## src/wbps_pkg.sv

```systemverilog
// Shared types and constants for the wildcard byte pattern scanner.
// No dependencies; imported by every module of the block.
`default_nettype none
package wbps_pkg;

  localparam int PATTERN_MAX_DEF = 16;
  localparam int ADDR_W          = 48;
  localparam int OFF_W           = 32;
  localparam int LEN_W           = 5;
  localparam int WORD_W          = 64;
  localparam int CFG_IDX_W       = 3;

  typedef enum logic [CFG_IDX_W-1:0] {
    REG_PATTERN_LOW    = 3'd0,
    REG_PATTERN_HIGH   = 3'd1,
    REG_WILDCARD_MASK  = 3'd2,
    REG_PATTERN_LENGTH = 3'd3,
    REG_MATCH_OFFSET   = 3'd4,
    REG_BASE_ADDRESS   = 3'd5
  } cfg_reg_t;

  // Per-cell settings handed from the top level to each compare cell.
  typedef struct packed {
    logic [7:0] pat_byte;
    logic       wild;
    logic       in_use;
  } cell_cfg_t;

endpackage
`default_nettype wire

```

## src/wbps_cell.sv

```systemverilog
// One compare cell of the shift-and chain: holds one partial-match bit.
// Depends on wbps_pkg for the cell settings struct.
`default_nettype none
module wbps_cell
  import wbps_pkg::*;
(
  input  wire logic      clk,
  input  wire logic      rst_n,
  input  wire cell_cfg_t cell_cfg,
  input  wire logic [7:0] data_byte,
  input  wire logic      step,
  input  wire logic      prev_match,
  output logic           match_nxt,
  output logic           match_r
);

  logic eq;

  assign eq        = cell_cfg.wild || (cell_cfg.pat_byte == data_byte);
  assign match_nxt = prev_match && eq && cell_cfg.in_use;

  always_ff @(posedge clk) begin
    if (!rst_n) begin
      match_r <= 1'b0;
    end else if (step) begin
      match_r <= match_nxt;
    end
  end

endmodule
`default_nettype wire

```

## src/wildcard_byte_pattern_scanner_unit.sv

```systemverilog
// Top level of the wildcard byte pattern scanner: config registers, cell chain,
// result pipeline. Depends on wbps_pkg and wbps_cell.
//
// Takes one byte per clock on the in_ stream while in_tready is high and looks
// for the first place where the programmed pattern (up to PATTERN_MAX bytes,
// each byte optionally a wildcard) occurs. A row of PATTERN_MAX compare cells
// holds the shift-and partial-match vector; every accepted byte advances all
// cells at once, so a new byte can be taken every cycle unless in_tready is
// low. A result (found with its address, or not found when the byte marked
// tlast passes) is registered first with its match start, then in the output
// register with the address sum base + start + offset, before it reaches out_.
// Bytes after a result are dropped until a byte with tuser set starts a new
// scan. in_tready falls only while a result is held in both stages with
// out_tready low. Config writes are always taken (cfg_ready is tied high) and should be issued while idle.
`default_nettype none
module wildcard_byte_pattern_scanner_unit
  import wbps_pkg::*;
#(
  parameter int PATTERN_MAX = PATTERN_MAX_DEF
) (
  input  wire logic                 clk,
  input  wire logic                 rst_n,
  // in_tdata: [7:0] data_byte
  input  wire logic                 in_tvalid,
  output logic                      in_tready,
  input  wire logic [7:0]           in_tdata,
  // in_tuser: [0] first_byte
  input  wire logic [0:0]           in_tuser,
  input  wire logic                 in_tlast,
  // out_tdata: [47:0] match_address
  output logic                      out_tvalid,
  input  wire logic                 out_tready,
  output logic [ADDR_W-1:0]         out_tdata,
  // out_tuser: [0] found
  output logic [0:0]                out_tuser,
  input  wire logic                 cfg_valid,
  output logic                      cfg_ready,
  input  wire logic [CFG_IDX_W-1:0] cfg_index,
  input  wire logic [WORD_W-1:0]    cfg_data
);

  // Configuration registers
  logic [WORD_W-1:0] pat_low_r, pat_high_r;
  logic [15:0]       wild_mask_r;
  logic [LEN_W-1:0]  pat_len_r;
  logic [OFF_W-1:0]  match_off_r;
  logic [ADDR_W-1:0] base_addr_r;

  assign cfg_ready = 1'b1;

  always_ff @(posedge clk) begin
    if (!rst_n) begin
      pat_low_r   <= '0;
      pat_high_r  <= '0;
      wild_mask_r <= '0;
      pat_len_r   <= LEN_W'(1);
      match_off_r <= '0;
      base_addr_r <= '0;
    end else if (cfg_valid && cfg_ready) begin
      case (cfg_index)
        REG_PATTERN_LOW:    pat_low_r   <= cfg_data;
        REG_PATTERN_HIGH:   pat_high_r  <= cfg_data;
        REG_WILDCARD_MASK:  wild_mask_r <= cfg_data[15:0];
        REG_PATTERN_LENGTH: pat_len_r   <= cfg_data[LEN_W-1:0];
        REG_MATCH_OFFSET:   match_off_r <= cfg_data[OFF_W-1:0];
        REG_BASE_ADDRESS:   base_addr_r <= cfg_data[ADDR_W-1:0];
        default: ;
      endcase
    end
  end

  // Effective length: zero acts as one, clamp to the cell count
  logic [LEN_W-1:0] len_eff;
  always_comb begin
    if (pat_len_r == '0) begin
      len_eff = LEN_W'(1);
    end else if (pat_len_r > LEN_W'(PATTERN_MAX)) begin
      len_eff = LEN_W'(PATTERN_MAX);
    end else begin
      len_eff = pat_len_r;
    end
  end

  // Handshake and pipeline control
  logic              s1_valid_r, s1_found_r;
  logic [ADDR_W-1:0] s1_start_r;
  logic              out_valid_r, out_found_r;
  logic [ADDR_W-1:0] out_addr_r;
  logic              out_free, in_xfer;

  assign out_free  = !out_valid_r || out_tready;
  assign in_tready = !s1_valid_r || out_free;
  assign in_xfer   = in_tvalid && in_tready;

  // Scan state
  logic              scan_done_r;
  logic [ADDR_W-1:0] pos_r;
  logic              first, active, step;
  logic [ADDR_W-1:0] pos_eff;

  assign first   = in_tuser[0];
  assign active  = first || !scan_done_r;
  assign step    = in_xfer && active;
  assign pos_eff = first ? '0 : pos_r;

  // Cell chain
  logic [PATTERN_MAX-1:0] match_nxt, match_r;
  logic [2*WORD_W-1:0]    pat_all;
  logic                   hit;

  assign pat_all = {pat_high_r, pat_low_r};

  for (genvar i = 0; i < PATTERN_MAX; i++) begin : g_cell
    cell_cfg_t cc;
    logic      prev;
    assign cc.pat_byte = pat_all[8*i +: 8];
    assign cc.wild     = wild_mask_r[i];
    assign cc.in_use   = (LEN_W'(i) < len_eff);
    if (i == 0) begin : g_head
      assign prev = 1'b1;
    end else begin : g_link
      assign prev = !first && match_r[i-1];
    end
    wbps_cell u_cell (
      .clk        (clk),
      .rst_n      (rst_n),
      .cell_cfg   (cc),
      .data_byte  (in_tdata),
      .step       (step),
      .prev_match (prev),
      .match_nxt  (match_nxt[i]),
      .match_r    (match_r[i])
    );
  end

  // Select the cell at the pattern's end
  always_comb begin
    hit = 1'b0;
    for (int i = 0; i < PATTERN_MAX; i++) begin
      if (LEN_W'(i + 1) == len_eff) begin
        hit = hit | match_nxt[i];
      end
    end
  end

  logic scan_done_nxt;
  logic [ADDR_W-1:0] pos_nxt;
  assign pos_nxt       = pos_eff + ADDR_W'(1);
  assign scan_done_nxt = hit || in_tlast;

  always_ff @(posedge clk) begin
    if (!rst_n) begin
      scan_done_r <= 1'b0;
      pos_r       <= '0;
    end else if (step) begin
      scan_done_r <= scan_done_nxt;
      pos_r       <= pos_nxt;
    end
  end

  // Stage 1: match start position
  always_ff @(posedge clk) begin
    if (!rst_n) begin
      s1_valid_r <= 1'b0;
    end else if (in_tready) begin
      s1_valid_r <= step && scan_done_nxt;
    end
  end

  always_ff @(posedge clk) begin
    if (in_tready && step) begin
      s1_found_r <= hit;
      s1_start_r <= pos_eff - ADDR_W'(len_eff - LEN_W'(1));
    end
  end

  // Stage 2: address sum into the output register
  logic [ADDR_W-1:0] addr_sum;
  assign addr_sum = base_addr_r + s1_start_r
                    + {{(ADDR_W-OFF_W){match_off_r[OFF_W-1]}}, match_off_r};

  always_ff @(posedge clk) begin
    if (!rst_n) begin
      out_valid_r <= 1'b0;
    end else if (out_free) begin
      out_valid_r <= s1_valid_r;
    end
  end

  always_ff @(posedge clk) begin
    if (out_free && s1_valid_r) begin
      out_found_r <= s1_found_r;
      out_addr_r  <= s1_found_r ? addr_sum : '0;
    end
  end

  assign out_tvalid   = out_valid_r;
  assign out_tdata    = out_addr_r;
  assign out_tuser[0] = out_found_r;

endmodule
`default_nettype wire

```

## config.mk

```make
export PLATFORM = sky130hd
export DESIGN_NAME = wildcard_byte_pattern_scanner_unit
export DESIGN_NICKNAME = d
export VERILOG_FILES = /design/src/wbps_pkg.sv /design/src/wbps_cell.sv /design/src/wildcard_byte_pattern_scanner_unit.sv
export SDC_FILE = /design/constraint.sdc
export NUM_CORES = 1
export LEC_CHECK = 0
export BUFFER_PORTS_ARGS = -buffer_cell sky130_fd_sc_hd__buf_2
export CELL_PAD_IN_SITES_DETAIL_PLACEMENT = 1
export CELL_PAD_IN_SITES_GLOBAL_PLACEMENT = 2
export CORE_MARGIN = 4
export CORE_UTILIZATION = 25
export DETAILED_ROUTE_END_ITERATION = 8
export PLACE_DENSITY = 0.6
export SLEW_MARGIN = 20
export SYNTH_ARGS = -nofsm -noshare
export SYNTH_HDL_FRONTEND = slang
export SYNTH_HIERARCHICAL = 1
export SYNTH_SLANG_ARGS = --single-unit
```

## constraint.sdc

```tcl
create_clock -name clk -period 3.9 [get_ports clk]
set_clock_uncertainty 0.1 [all_clocks]
set_input_delay 0.39 -clock clk [delete_from_list [all_inputs] [get_ports clk]]
set_output_delay 0.39 -clock clk [all_outputs]
set_load 0.005 [all_outputs]
```

==> metrics.txt, run 1 <==
# TYPE chip_impl_metric gauge
chip_impl_info{name="outcome",value="finished, violations left"} 1
chip_impl_info{name="failing_checks",value="setup timing"} 1
chip_impl_metric{name="drt_drc_violations_left",unit=""} 0
chip_impl_metric{name="fin_crit",unit="ns"} 4.09
chip_impl_info{name="highest_metal_used",value="met5"} 1
chip_impl_metric{name="core",unit="mm²"} 0.0922
chip_impl_metric{name="detail_route.vias_per_cell",unit=""} 4.69
chip_impl_metric{name="multi_input_comb_area",unit="mm²"} 0.0144
chip_impl_metric{name="crit_arrival",unit="ns"} 4.33
chip_impl_metric{name="drtIter0Drc",unit=""} 988
chip_impl_metric{name="sequential_cell_area",unit="mm²"} 0.00885
chip_impl_metric{name="worstPathMaxFanout",unit=""} 3
chip_impl_metric{name="avg_cell_area_syn",unit="µm²"} 8.58
chip_impl_metric{name="routed-wl-met2",unit="mm"} 40.2
chip_impl_metric{name="wl_met1",unit="mm"} 38.8
chip_impl_metric{name="clock_tree.htree_level_count",unit=""} 2
chip_impl_metric{name="timing_worst_slew_pin_value",unit="ns"} 1.01
chip_impl_metric{name="timing.final.ws_setup",unit="ns"} -0.189
chip_impl_metric{name="grt_first_pass_wirelength",unit="mm"} 129
chip_impl_metric{name="achievable-frequency",unit="MHz"} 245
chip_impl_metric{name="starting_density_of_the_core",unit="%"} 25.4
chip_impl_metric{name="chipWidth",unit="µm"} 314
chip_impl_info{name="worstHoldPathType",value="in2reg"} 1
chip_impl_metric{name="gp_routability_congestion",unit=""} 0.854
chip_impl_metric{name="dieHeight",unit="µm"} 314
chip_impl_metric{name="routed-via-count",unit=""} 20400
chip_impl_info{name="setup.worst_path.class",value="reg2reg"} 1
chip_impl_metric{name="layout.filler_cells",unit=""} 10900
chip_impl_metric{name="worst_r2r_path_depth",unit=""} 17
chip_impl_metric{name="finalHoldWorstSlack",unit="ns"} 0.0421
chip_impl_metric{name="std_cell_rows",unit=""} 111
chip_impl_metric{name="timing.max_slew.rel_slack",unit="%"} 32.9
chip_impl_metric{name="synthesis.yosys.warnings",unit=""} 6
chip_impl_metric{name="dieArea",unit="mm²"} 0.0986
chip_impl_metric{name="finish.net_count",unit=""} 3302
chip_impl_metric{name="worst_hold_path.num_cells",unit=""} 3
chip_impl_metric{name="place.detailed.hpwl",unit="mm"} 62.8
chip_impl_metric{name="utilization",unit="%"} 32.0
chip_impl_metric{name="clkLatencyLatePin",unit="ns"} 0.61
chip_impl_metric{name="overflow",unit=""} 0
chip_impl_metric{name="flow.area_growth_from_synthesis",unit="%"} 25.9
chip_impl_metric{name="drtPass1Iterations",unit=""} 4
chip_impl_metric{name="post-route-period-util",unit="%"} 105
chip_impl_info{name="rsz0062_at_grt",value="true"} 1
chip_impl_metric{name="power.density_cell_area",unit="mW/mm²"} 362
chip_impl_metric{name="setup_violation_total_in_the_final_timing_report",unit=""} 10
chip_impl_metric{name="first_global_vias",unit=""} 21900
chip_impl_metric{name="synthesis.area",unit="mm²"} 0.0234
chip_impl_info{name="root_buffer",value="clkbuf_16"} 1
chip_impl_metric{name="routed_wirelength",unit="mm"} 83.6
chip_impl_info{name="worst_setup_path_end_kind",value="flip-flop"} 1
chip_impl_metric{name="grt_use_total",unit="%"} 16.6
chip_impl_metric{name="synthesis.instances",unit=""} 2729
chip_impl_metric{name="report.final.hold_viol_count",unit=""} 0
chip_impl_info{name="startpoint_type",value="flip-flop"} 1
chip_impl_metric{name="routedWlPerCell",unit="µm"} 19.2
chip_impl_metric{name="tritoncts.num_buffers",unit=""} 52
chip_impl_metric{name="maxCapViolations",unit=""} 0
chip_impl_info{name="cts_tree",value="built"} 1
chip_impl_metric{name="io_buffer_count",unit=""} 132
chip_impl_metric{name="grt_max_degree",unit=""} 135
chip_impl_metric{name="report.final.slew_viol_count",unit=""} 0
chip_impl_metric{name="antenna_left",unit=""} 0
chip_impl_metric{name="clkTransAtPathRegs",unit="ns"} 0.06
chip_impl_info{name="crit_top_cell",value="ha_4"} 1
chip_impl_metric{name="total_number_of_clock_tree_sinks",unit=""} 393
chip_impl_metric{name="io-pin-count",unit=""} 134
chip_impl_metric{name="slowest_delay",unit="ns"} 0.46
chip_impl_metric{name="max-vdd-ir-drop",unit="mV"} 0.337
chip_impl_info{name="worst_path_max_delay_cell",value="a2111oi_4"} 1
chip_impl_metric{name="leakagePower",unit="nW"} 11.8
chip_impl_metric{name="met3WireLength",unit="mm"} 2.04
chip_impl_metric{name="fin_setup_tns",unit="ns"} -0.990
chip_impl_metric{name="grt_antenna_before_repair",unit=""} 3
chip_impl_metric{name="timing.critical_path.required",unit="ns"} 4.15
chip_impl_metric{name="cts-root-to-sink-buffers",unit=""} 3
chip_impl_info{name="path_cells",value="nor3_2 -> nor2_1 -> nor2_2 -> inv_2 -> ha_4 -> buf_6 -> xnor2_4 -> ha_4 -> a21o_1 -> a221oi_4 -> or3_4 -> a211o_4 -> a2111oi_4 -> o211ai_2 -> o31ai_4 -> a311oi_2 -> xnor2_1"} 1
chip_impl_metric{name="drive_above_1_share",unit="%"} 15.4
## what timing repair did
item | CTS | global route
setup endpoints to repair | 24 | 25
resized for setup | 31 | 23
setup buffers | 10 | 15
hold buffers | 48 | 0
pin swaps | 32 | 24
hold endpoints to repair | 127 | 0
## placed cells by master, fill, tap and decap left out, drive strengths merged, types with 16 or more instances in the layout
cell type,instances
nand4,24
a21oi,109
dlygate4sd3,48
o211ai,17
edfxtp,98
buf,320
ha,99
xor2,187
nor2,128
nor4,33
a21boi,229
a21o,55
conb,45
dfxtp,295
nand3,55
inv,65
clkbuf,69
clkinv,16
nor2b,79
o21ai,72
o22ai,16
xnor2,64
fa,49
nand2,665
and2,51
nor3,21
and3,31
nand2b,19
## cell type report
| class | count | share of cell area (%) |
|---|---|---|
| Inverter | 64 | 0.815 |
| Multi-Input combinational cell | 2193 | 48.7 |
| Tap cell | 1243 | 5.28 |
| Sequential cell | 393 | 30.0 |
| Clock inverter | 26 | 0.883 |
| Antenna cell | 1 | 0.00849 |
| Timing Repair Buffer | 368 | 9.15 |
| Clock buffer | 69 | 5.08 |
## flip-flops by register name, summed over array words and instances, names as in the netlist
| signal | count |
|---|---|
| match_off_r | 32 |
| s1_valid_r | 1 |
| pos_r | 48 |
| out_tvalid | 1 |
| g_cell.u_cell/match_r | 15 |
| pat_low_r | 64 |
| wild_mask_r | 16 |
| out_tuser | 1 |
| base_addr_r | 48 |
| pat_high_r | 64 |
| s1_start_r | 48 |
| out_tdata | 48 |
| s1_found_r | 1 |
| pat_len_r | 5 |
| scan_done_r | 1 |
## power by group
| part | total [mW] | leakage, nW | switching, mW | internal (mW) |
|---|---|---|---|---|
| sequential | 4.38 | 3.32 | 0.0754 | 4.30 |
| clock | 4.96 | 0.861 | 2.00 | 2.96 |
| combinational | 1.33 | 7.63 | 0.811 | 0.523 |
| total | 10.7 | 11.8 | 2.89 | 7.78 |
## path summary, 6_finish.rpt
check,from,slack [ns],end
setup / recovery,pat_len_r[3]$_SDFFE_PN0P_,-0.19,s1_start_r[46]$_DFFE_PP_
hold reg to reg,base_addr_r[0]$_SDFFE_PN0P_,0.37,base_addr_r[0]$_SDFFE_PN0P_
hold / removal,cfg_data[22],0.04,match_off_r[22]$_SDFFE_PN0P_
setup reg to reg,pat_len_r[3]$_SDFFE_PN0P_,-0.19,s1_start_r[46]$_DFFE_PP_
## through the flow
stage                     worst slack, ns  power [mW]  std cells  area, µm²
after floorplan                   -0.0114        5.15       2773      23600
after global placement             -0.418        5.73       4187      26700
after detailed placement           -0.470        5.75       4187      26700
after CTS                          -0.234        10.9       4340      29200
after global routing               -0.304        11.2       4356      29500
final                              -0.189        10.7       4357      29500
## per-layer routing
layer / vias to the layer above / global-route usage [%]
li1: 9986 / -
met1: 10100 / 21.7
met2: 227 / 28.6
met3: 113 / 2.02
met4: 2 / 5.13
met5: - / 0
## critical path: cells and delay by family, from the launching register on
kind / cells / cell delay, ns
AOI/OAI and AO/OA: 7 / 1.72
xor gates and xnor gates: 2 / 0.28
adders and majority gates: 2 / 0.46
buffers and inverters: 2 / 0.21
DFF: 1 / 0.32
and+or+nand+nor: 4 / 0.75
No activity file was read; power rests on OpenSTA's default activity.
==> run 2: changes to the inputs <==
- ABC_AREA: unset -> 1
- PLACE_DENSITY: 0.6 -> 0.65
==> run 2 against run 1 <==
The flow now finishes without violations; synthesized cell count rose by 51%; clock power rose by 1%; first-iteration DRC count rose by 19%; count of clock-buffer cells in the layout rose by 11; combinational power rose by 35%; die area rose by 14%; final cell count rose by 33%.
==> metrics.txt, run 2 <==
# TYPE chip_impl_metric gauge
chip_impl_metric{name="grt_max_degree",unit=""} 111
chip_impl_info{name="regToRegEndpoint",value="s1_start_r[31]$_DFFE_PP_"} 1
chip_impl_metric{name="clkLatencyLatePin",unit="ns"} 0.64
chip_impl_metric{name="routed_wirelength",unit="mm"} 112
chip_impl_metric{name="drt_drc_violations_left",unit=""} 0
chip_impl_info{name="worst_path_max_delay_cell",value="nor2_1"} 1
chip_impl_metric{name="internal_power",unit="mW"} 7.90
chip_impl_metric{name="ff2ff_setup_slack",unit="ns"} 0.37
chip_impl_metric{name="finish.net_count",unit=""} 4599
chip_impl_metric{name="std_cell_rows",unit=""} 119
chip_impl_metric{name="synthesis.instances",unit=""} 4128
chip_impl_metric{name="power.density_cell_area",unit="mW/mm²"} 357
chip_impl_metric{name="worst_hold_path.num_cells",unit=""} 4
chip_impl_metric{name="antenna_cells_inserted",unit=""} 0
chip_impl_metric{name="maxCapViolations",unit=""} 0
chip_impl_info{name="regToRegStartpoint",value="pat_len_r[1]$_SDFFE_PN0P_"} 1
chip_impl_metric{name="dieHeight",unit="µm"} 335
chip_impl_metric{name="setup_violation_total_in_the_final_timing_report",unit=""} 0
chip_impl_metric{name="fin_crit",unit="ns"} 3.53
chip_impl_metric{name="fin_setup_tns",unit="ns"} 0
chip_impl_info{name="root_buffer",value="clkbuf_16"} 1
chip_impl_metric{name="leakagePower",unit="nW"} 15.0
chip_impl_metric{name="dieArea",unit="mm²"} 0.112
chip_impl_info{name="crit_top_cell",value="nand2_1"} 1
chip_impl_metric{name="post-route-period-util",unit="%"} 90.4
chip_impl_metric{name="antenna_left",unit=""} 0
chip_impl_metric{name="overflow",unit=""} 0
chip_impl_metric{name="grt_first_pass_wirelength",unit="mm"} 169
chip_impl_metric{name="slowest_delay",unit="ns"} 0.39
chip_impl_metric{name="clock_tree.htree_level_count",unit=""} 2
chip_impl_info{name="worst_setup_path_end_kind",value="flip-flop"} 1
chip_impl_metric{name="place.detailed.hpwl",unit="mm"} 87.7
chip_impl_metric{name="drive_above_1_share",unit="%"} 8.48
chip_impl_info{name="worstHoldPathType",value="in2reg"} 1
chip_impl_metric{name="total_number_of_clock_tree_sinks",unit=""} 393
chip_impl_info{name="cts_tree",value="built"} 1
chip_impl_metric{name="timing_worst_slew_pin_value",unit="ns"} 0.937
chip_impl_metric{name="io_buffer_count",unit=""} 132
chip_impl_metric{name="starting_density_of_the_core",unit="%"} 25.3
chip_impl_metric{name="synthesis.area",unit="mm²"} 0.0267
chip_impl_info{name="startpoint_type",value="flip-flop"} 1
chip_impl_info{name="holdCritStartpoint",value="out_tready"} 1
chip_impl_metric{name="max-vdd-ir-drop",unit="mV"} 0.275
chip_impl_info{name="rsz0062_at_grt",value="false"} 1
chip_impl_metric{name="first_global_vias",unit=""} 27000
chip_impl_metric{name="detail_route.vias_per_cell",unit=""} 4.48
chip_impl_info{name="timing.hold.worst_endpoint",value="out_tvalid$_SDFFE_PN0P_"} 1
chip_impl_metric{name="timing.max_slew.rel_slack",unit="%"} 37.4
chip_impl_metric{name="avg_cell_area_syn",unit="µm²"} 6.48
chip_impl_info{name="setup.worst_path.class",value="reg2reg"} 1
chip_impl_metric{name="post_cts_resize_count",unit=""} 0
chip_impl_info{name="layout_commonest_cell",value="nand2_1"} 1
chip_impl_metric{name="chipWidth",unit="µm"} 335
chip_impl_metric{name="grt_antenna_before_repair",unit=""} 3
chip_impl_metric{name="synthesis.yosys.warnings",unit=""} 6
chip_impl_metric{name="core",unit="mm²"} 0.106
chip_impl_metric{name="clock_power_share",unit="%"} 44.5
chip_impl_metric{name="stdcell_count",unit=""} 5802
chip_impl_metric{name="p_sw_share",unit="%"} 30.2
chip_impl_metric{name="tritoncts.num_buffers",unit=""} 51
chip_impl_info{name="outcome",value="completed"} 1
chip_impl_metric{name="drtIter0Drc",unit=""} 1177
chip_impl_metric{name="io-pin-count",unit=""} 134
chip_impl_metric{name="report.final.slew_viol_count",unit=""} 0
chip_impl_metric{name="timing.critical_path.required",unit="ns"} 4.19
chip_impl_metric{name="grt_use_total",unit="%"} 19.8
chip_impl_metric{name="drtPass1Iterations",unit=""} 5
chip_impl_info{name="path_cells",value="inv_1 -> a31oi_1 -> nor2_1 -> inv_1 -> ha_1 -> xor2_1 -> ha_1 -> a21oi_1 -> nand2_1 -> nand2_1 -> nand3_1 -> buf_4 -> nand2_1 -> nand2_1 -> nand3_1 -> nand2_1 -> xor2_1"} 1
chip_impl_metric{name="cts-root-to-sink-buffers",unit=""} 3
chip_impl_metric{name="report.final.hold_viol_count",unit=""} 0
chip_impl_metric{name="worst_r2r_path_depth",unit=""} 17
chip_impl_metric{name="clkTransAtPathRegs",unit="ns"} 0.06
chip_impl_metric{name="portion_of_total_power_attributed_to_sequential_cells",unit="%"} 39.6
chip_impl_metric{name="switchingPower",unit="mW"} 3.42
chip_impl_metric{name="numPlacedInstances",unit=""} 5649
chip_impl_metric{name="gp_routability_congestion",unit=""} 0.839
chip_impl_metric{name="routed-via-count",unit=""} 26000
chip_impl_metric{name="flow.area_growth_from_synthesis",unit="%"} 18.6
chip_impl_metric{name="routedWlPerCell",unit="µm"} 19.3
chip_impl_info{name="largest_registers",value="pat_high_r x64, pat_low_r x64"} 1
chip_impl_metric{name="achievable-frequency",unit="MHz"} 284
chip_impl_metric{name="crit_arrival",unit="ns"} 3.81
chip_impl_info{name="final_cell_mix",value="nand2_1, nor2_1, inv_1"} 1
chip_impl_metric{name="comb_power_share",unit="%"} 15.9
chip_impl_metric{name="worstPathMaxFanout",unit=""} 6
## run 2: worst max path at each step
stage,start,to,slack [ns],cells past startpoint
floorplan,out_tready,out_tdata[0]$_SDFFCE_PN0P_,0.50,2
global placement,s1_start_r[1]$_DFFE_PP_,out_tdata[33]$_SDFFCE_PN0P_,0.39,15
detailed placement,s1_start_r[1]$_DFFE_PP_,out_tdata[33]$_SDFFCE_PN0P_,0.37,15
CTS,s1_start_r[1]$_DFFE_PP_,out_tdata[33]$_SDFFCE_PN0P_,0.36,15
global route,pat_len_r[1]$_SDFFE_PN0P_,s1_start_r[47]$_DFFE_PP_,0.07,18
finish,pat_len_r[1]$_SDFFE_PN0P_,s1_start_r[31]$_DFFE_PP_,0.37,17
## run 2: power groups by stage
stage / Combinational, mW / Clock (mW) / Sequential (mW)
after floorplan: 1.03 / 0 / 4.52
after detailed placement: 1.76 / 0 / 4.57
after CTS: 1.82 / 5.20 / 4.49
after global placement: 1.76 / 0 / 4.57
after global routing: 2.02 / 5.36 / 4.50
final: 1.80 / 5.03 / 4.49
## run 2: cell type report
class                           count  area (µm²)
Fill cell                       13500       74000
Sequential cell                   393        8850
Clock inverter                     15         213
Timing Repair Buffer              246        1710
Multi-Input combinational cell   3090       15500
Tap cell                         1391        1740
Inverter                          587        2230
Clock buffer                       80        1540
## run 2: routing by layer
metal | vias up | global-route usage (%) | part of all wire, %
met1 | 12300 | 26.7 | 48
met5 | - | 0 | 0.0089
met2 | 298 | 33.6 | 46
li1 | 13300 | - | -
met4 | 2 | 5.43 | 2.9
met3 | 128 | 2.31 | 2.5
## run 2: timing repair
action                                 4_1_cts  5_1_grt
hold buffers                                58        0
endpoints found under the hold margin      186        0
buffers inserted                             0        0
## run 2: metrics by stage
| step | power, mW | hold WS, ns | util (%) | worst slack (ns) | area [µm²] |
|---|---|---|---|---|---|
| final | 11.3 | 0.0336 | 30.0 | 0.373 | 31700 |
| after global routing | 11.9 | 0.0237 | 30.0 | 0.0735 | 31700 |
| after CTS | 11.5 | 0.00813 | 30.0 | 0.356 | 31700 |
| after detailed placement | 6.34 | 0.360 | 27.8 | 0.367 | 29400 |
| after global placement | 6.33 | 0.354 | 27.8 | 0.389 | 29400 |
| after floorplan | 5.55 | 0.324 | - | 0.500 | 26900 |
## run 2: critical path, delay by kind of cell (launching register included)
kind                     cells  cell delay [ns]
AO/OA/AOI/OAI                2             0.34
buffers and inverters        3             0.45
flip-flops                   1             0.36
AND/OR/NAND/NOR              8             1.12
XOR/XNOR                     2             0.31
adder cells (fa/ha/maj)      2             0.62
==> run 3: changes to the inputs <==
- PLACE_DENSITY: 0.65 -> 0.63
- SYNTH_HIERARCHICAL: 1 -> unset
==> run 3 against run 2 <==
Combinational power down 11%; non-clock buffer count down 15; via count down 16%; worst setup slack got worse by 0.048 ns; global-route usage fell by 1.3 points; design area down 10%; clock power down 4.2%; hold slack better by 0.0038 ns; critical path type unchanged; highest routed layer is now met4.
==> metrics.txt, run 3 <==
# TYPE chip_impl_metric gauge
chip_impl_info{name="most_common_cell_in_the_netlist",value="nor2_1"} 1
chip_impl_info{name="final_cell_mix",value="nor2_1, nand2_1, o21ai_0"} 1
chip_impl_metric{name="place.detailed.hpwl",unit="mm"} 71.8
chip_impl_metric{name="clock_tree.htree_level_count",unit=""} 2
chip_impl_metric{name="chipWidth",unit="µm"} 317
chip_impl_metric{name="core",unit="mm²"} 0.0949
chip_impl_metric{name="std_cell_rows",unit=""} 113
chip_impl_metric{name="yosysSeqAreaShare",unit="%"} 37.1
chip_impl_metric{name="drtPass1Iterations",unit=""} 5
chip_impl_metric{name="finalHoldWorstSlack",unit="ns"} 0.0374
chip_impl_info{name="highest_metal_used",value="met4"} 1
chip_impl_metric{name="timing_worst_slew_pin_value",unit="ns"} 0.951
chip_impl_metric{name="timing.max_slew.rel_slack",unit="%"} 36.5
chip_impl_metric{name="routed-wl-met2",unit="mm"} 45.2
chip_impl_info{name="crit_path_start",value="s1_start_r[1]$_DFFE_PP_"} 1
chip_impl_metric{name="post-synth-top-area-fraction",unit="%"} 24.8
chip_impl_metric{name="synth-async-reset-ratio",unit="%"} 0
chip_impl_metric{name="report.final.slew_viol_count",unit=""} 0
chip_impl_info{name="regToRegEndpoint",value="out_tdata[41]$_SDFFCE_PN0P_"} 1
chip_impl_metric{name="routed_wirelength",unit="mm"} 94.3
chip_impl_info{name="ys.flop_type",value="dfxtp_1"} 1
chip_impl_metric{name="leakagePower",unit="nW"} 11.8
chip_impl_metric{name="wl_met1",unit="mm"} 44.7
chip_impl_metric{name="grt_max_degree",unit=""} 144
chip_impl_metric{name="first_global_vias",unit=""} 22700
chip_impl_metric{name="synthesis.area",unit="mm²"} 0.0238
chip_impl_info{name="worst_setup_path_end_kind",value="flip-flop"} 1
chip_impl_metric{name="cts-root-to-sink-buffers",unit=""} 3
chip_impl_metric{name="synth_cell_type_count",unit=""} 53
chip_impl_info{name="largest_registers",value="pat_high_r x64, pat_low_r x64"} 1
chip_impl_metric{name="drtIter0Drc",unit=""} 1165
chip_impl_metric{name="slowest_delay",unit="ns"} 0.49
chip_impl_info{name="post_synth_main_area_contributors",value="dfxtp_1, edfxtp_1, nor2_1"} 1
chip_impl_metric{name="worstPathMaxFanout",unit=""} 5
chip_impl_metric{name="maxCapViolations",unit=""} 0
chip_impl_info{name="timing.critical_path.to",value="out_tdata[41]$_SDFFCE_PN0P_"} 1
chip_impl_metric{name="total_number_of_clock_tree_sinks",unit=""} 393
chip_impl_metric{name="synthesis.yosys.warnings",unit=""} 0
chip_impl_metric{name="avg_cell_area_syn",unit="µm²"} 7.32
chip_impl_metric{name="fin_crit",unit="ns"} 3.57
chip_impl_metric{name="grt_use_total",unit="%"} 18.6
chip_impl_info{name="crit_top_cell",value="o21ai_0"} 1
chip_impl_metric{name="starting_density_of_the_core",unit="%"} 25.1
chip_impl_info{name="yosys-top-cells-count",value="nor2_1, nand2_1, o21ai_0, dfxtp_1, inv_1"} 1
chip_impl_metric{name="grt_first_pass_wirelength",unit="mm"} 142
chip_impl_metric{name="overflow",unit=""} 0
chip_impl_metric{name="report.final.hold_viol_count",unit=""} 0
chip_impl_metric{name="setup_violation_total_in_the_final_timing_report",unit=""} 0
chip_impl_metric{name="power.density_cell_area",unit="mW/mm²"} 384
chip_impl_metric{name="crit_arrival",unit="ns"} 3.97
chip_impl_metric{name="routed-via-count",unit=""} 21800
chip_impl_info{name="root_buffer",value="clkbuf_16"} 1
chip_impl_metric{name="ff2ff_setup_slack",unit="ns"} 0.33
chip_impl_metric{name="antenna_cells_inserted",unit=""} 0
chip_impl_metric{name="routedWlPerCell",unit="µm"} 19.8
chip_impl_metric{name="fin_setup_tns",unit="ns"} 0
chip_impl_metric{name="max-vdd-ir-drop",unit="mV"} 0.288
chip_impl_metric{name="synthesis.instances",unit=""} 3259
chip_impl_metric{name="final_area",unit="mm²"} 0.0284
chip_impl_info{name="regToRegStartpoint",value="s1_start_r[1]$_DFFE_PP_"} 1
chip_impl_metric{name="placed_instance_area",unit="mm²"} 0.0262
chip_impl_metric{name="synth-seq-cells",unit=""} 393
chip_impl_metric{name="io_buffer_count",unit=""} 132
chip_impl_metric{name="layout.filler_cells",unit=""} 11600
chip_impl_metric{name="sequential_cell_area",unit="mm²"} 0.00885
chip_impl_info{name="path_cells",value="fa_1 -> ha_1 -> inv_1 -> fa_1 -> nor3_1 -> nor2_1 -> o21ai_0 -> nand3_1 -> nand3_1 -> nand2_1 -> o21ai_0 -> o21ai_0 -> a21oi_1"} 1
chip_impl_info{name="startpoint_type",value="flip-flop"} 1
chip_impl_metric{name="clkTransAtPathRegs",unit="ns"} 0.06
chip_impl_info{name="cts_tree",value="built"} 1
chip_impl_metric{name="achievable-frequency",unit="MHz"} 280
chip_impl_info{name="layout_commonest_cell",value="nor2_1"} 1
chip_impl_metric{name="dieHeight",unit="µm"} 317
chip_impl_metric{name="gp_routability_congestion",unit=""} 0.838
chip_impl_metric{name="finish.net_count",unit=""} 3697
chip_impl_metric{name="worst_r2r_path_depth",unit=""} 13
chip_impl_info{name="setup.worst_path.class",value="reg2reg"} 1
chip_impl_metric{name="drt_drc_violations_left",unit=""} 0
chip_impl_metric{name="detail_route.vias_per_cell",unit=""} 4.56
chip_impl_metric{name="stdcell_count",unit=""} 4773
chip_impl_info{name="worstHoldPathType",value="in2reg"} 1
chip_impl_metric{name="drive_above_1_share",unit="%"} 8.81
chip_impl_info{name="rsz0062_at_grt",value="false"} 1
chip_impl_info{name="outcome",value="completed"} 1
chip_impl_info{name="synth_largest_area_cell",value="dfxtp_1"} 1
chip_impl_metric{name="multi_input_comb_area",unit="mm²"} 0.0136
chip_impl_metric{name="antenna_left",unit=""} 0
chip_impl_metric{name="numPlacedInstances",unit=""} 4621
chip_impl_metric{name="timing.critical_path.required",unit="ns"} 4.30
chip_impl_metric{name="grt_antenna_before_repair",unit=""} 0
chip_impl_info{name="worst_path_max_delay_cell",value="fa_1"} 1
chip_impl_metric{name="dieArea",unit="mm²"} 0.100
chip_impl_metric{name="tritoncts.num_buffers",unit=""} 52
chip_impl_metric{name="synth_enable_flop_cells",unit=""} 98
chip_impl_metric{name="io-pin-count",unit=""} 134
chip_impl_metric{name="clkLatencyLatePin",unit="ns"} 0.65
chip_impl_metric{name="post-route-period-util",unit="%"} 91.7
chip_impl_metric{name="flow.area_growth_from_synthesis",unit="%"} 19.2
chip_impl_metric{name="met3WireLength",unit="mm"} 2.87
chip_impl_metric{name="cts_setup_buffers",unit=""} 0
## run 3: logic make-up (layout without fill, tap and decap cells)
kind of cell / Yosys count / in the layout / synth area share [%]
other: 1 / 43 / 0.0157
and+or+nand+nor: 1426 / 1426 / 24.5
buffers and inverters: 415 / 622 / 6.82
DFF: 393 / 393 / 37.1
xor gates and xnor gates: 180 / 180 / 6.61
AOI/OAI and AO/OA: 697 / 697 / 15.7
adders and majority gates: 147 / 147 / 9.25
## run 3: worst min path at each step
stage / startpoint / end / slack, ns / cells past startpoint
2_1_floorplan: wild_mask_r[0]$_SDFFE_PN0P_ / wild_mask_r[0]$_SDFFE_PN0P_ / 0.33 / 2
3_3_place_gp: wild_mask_r[0]$_SDFFE_PN0P_ / wild_mask_r[0]$_SDFFE_PN0P_ / 0.34 / 2
6_report: cfg_data[5] / pat_low_r[5]$_SDFFE_PN0P_ / 0.04 / 3
4_1_cts: cfg_data[11] / pat_high_r[11]$_SDFFE_PN0P_ / 0.004 / 3
5_1_grt: cfg_data[2] / pat_high_r[2]$_SDFFE_PN0P_ / 0.02 / 3
3_5_place_dp: wild_mask_r[13]$_SDFFE_PN0P_ / wild_mask_r[13]$_SDFFE_PN0P_ / 0.35 / 2
## run 3: timing repair
item | in CTS | in global routing
resized for setup | 0 | 3
endpoints found under the setup margin | 0 | 10
hold buffers | 58 | 0
hold endpoints to repair | 157 | 0
## run 3: final cells by class
| class | instances | share of cell area (%) |
|---|---|---|
| well taps | 1265 | 5.57 |
| multi-input cells | 2493 | 47.8 |
| clock inverters | 8 | 0.299 |
| clock buffers | 86 | 5.61 |
| flip-flops and latches | 393 | 31.1 |
| repair buffers | 231 | 5.69 |
| inverters | 297 | 3.94 |
## run 3: power by group
group	switching (mW)	internal [mW]
Clock	2.03	2.79
Combinational	1.09	0.524
Sequential	0.121	4.36
## run 3: layer usage
metal | global-route usage [%] | vias up
met5 | 0 | -
met4 | 3.61 | 0
met3 | 2.36 | 78
met2 | 32.0 | 239
met1 | 25.0 | 10400
li1 | - | 11000
## run 3: critical path, delay by kind of cell, from the launching register on
family | cells | cell delay [ns]
compound gates | 4 | 0.83
flops | 1 | 0.38
buf+inv | 1 | 0.13
fa+ha+maj | 3 | 1.24
simple gates | 5 | 0.73
## run 3: stage by stage
step	util, %	power [mW]	setup WS (ns)
4_1_cts	30.0	11.1	0.177
3_3_place_gp	27.6	6.16	0.282
6_report	30.0	10.9	0.325
5_1_grt	30.0	11.5	0.0252
2_1_floorplan	-	5.48	0.500
3_5_place_dp	27.6	6.17	0.184
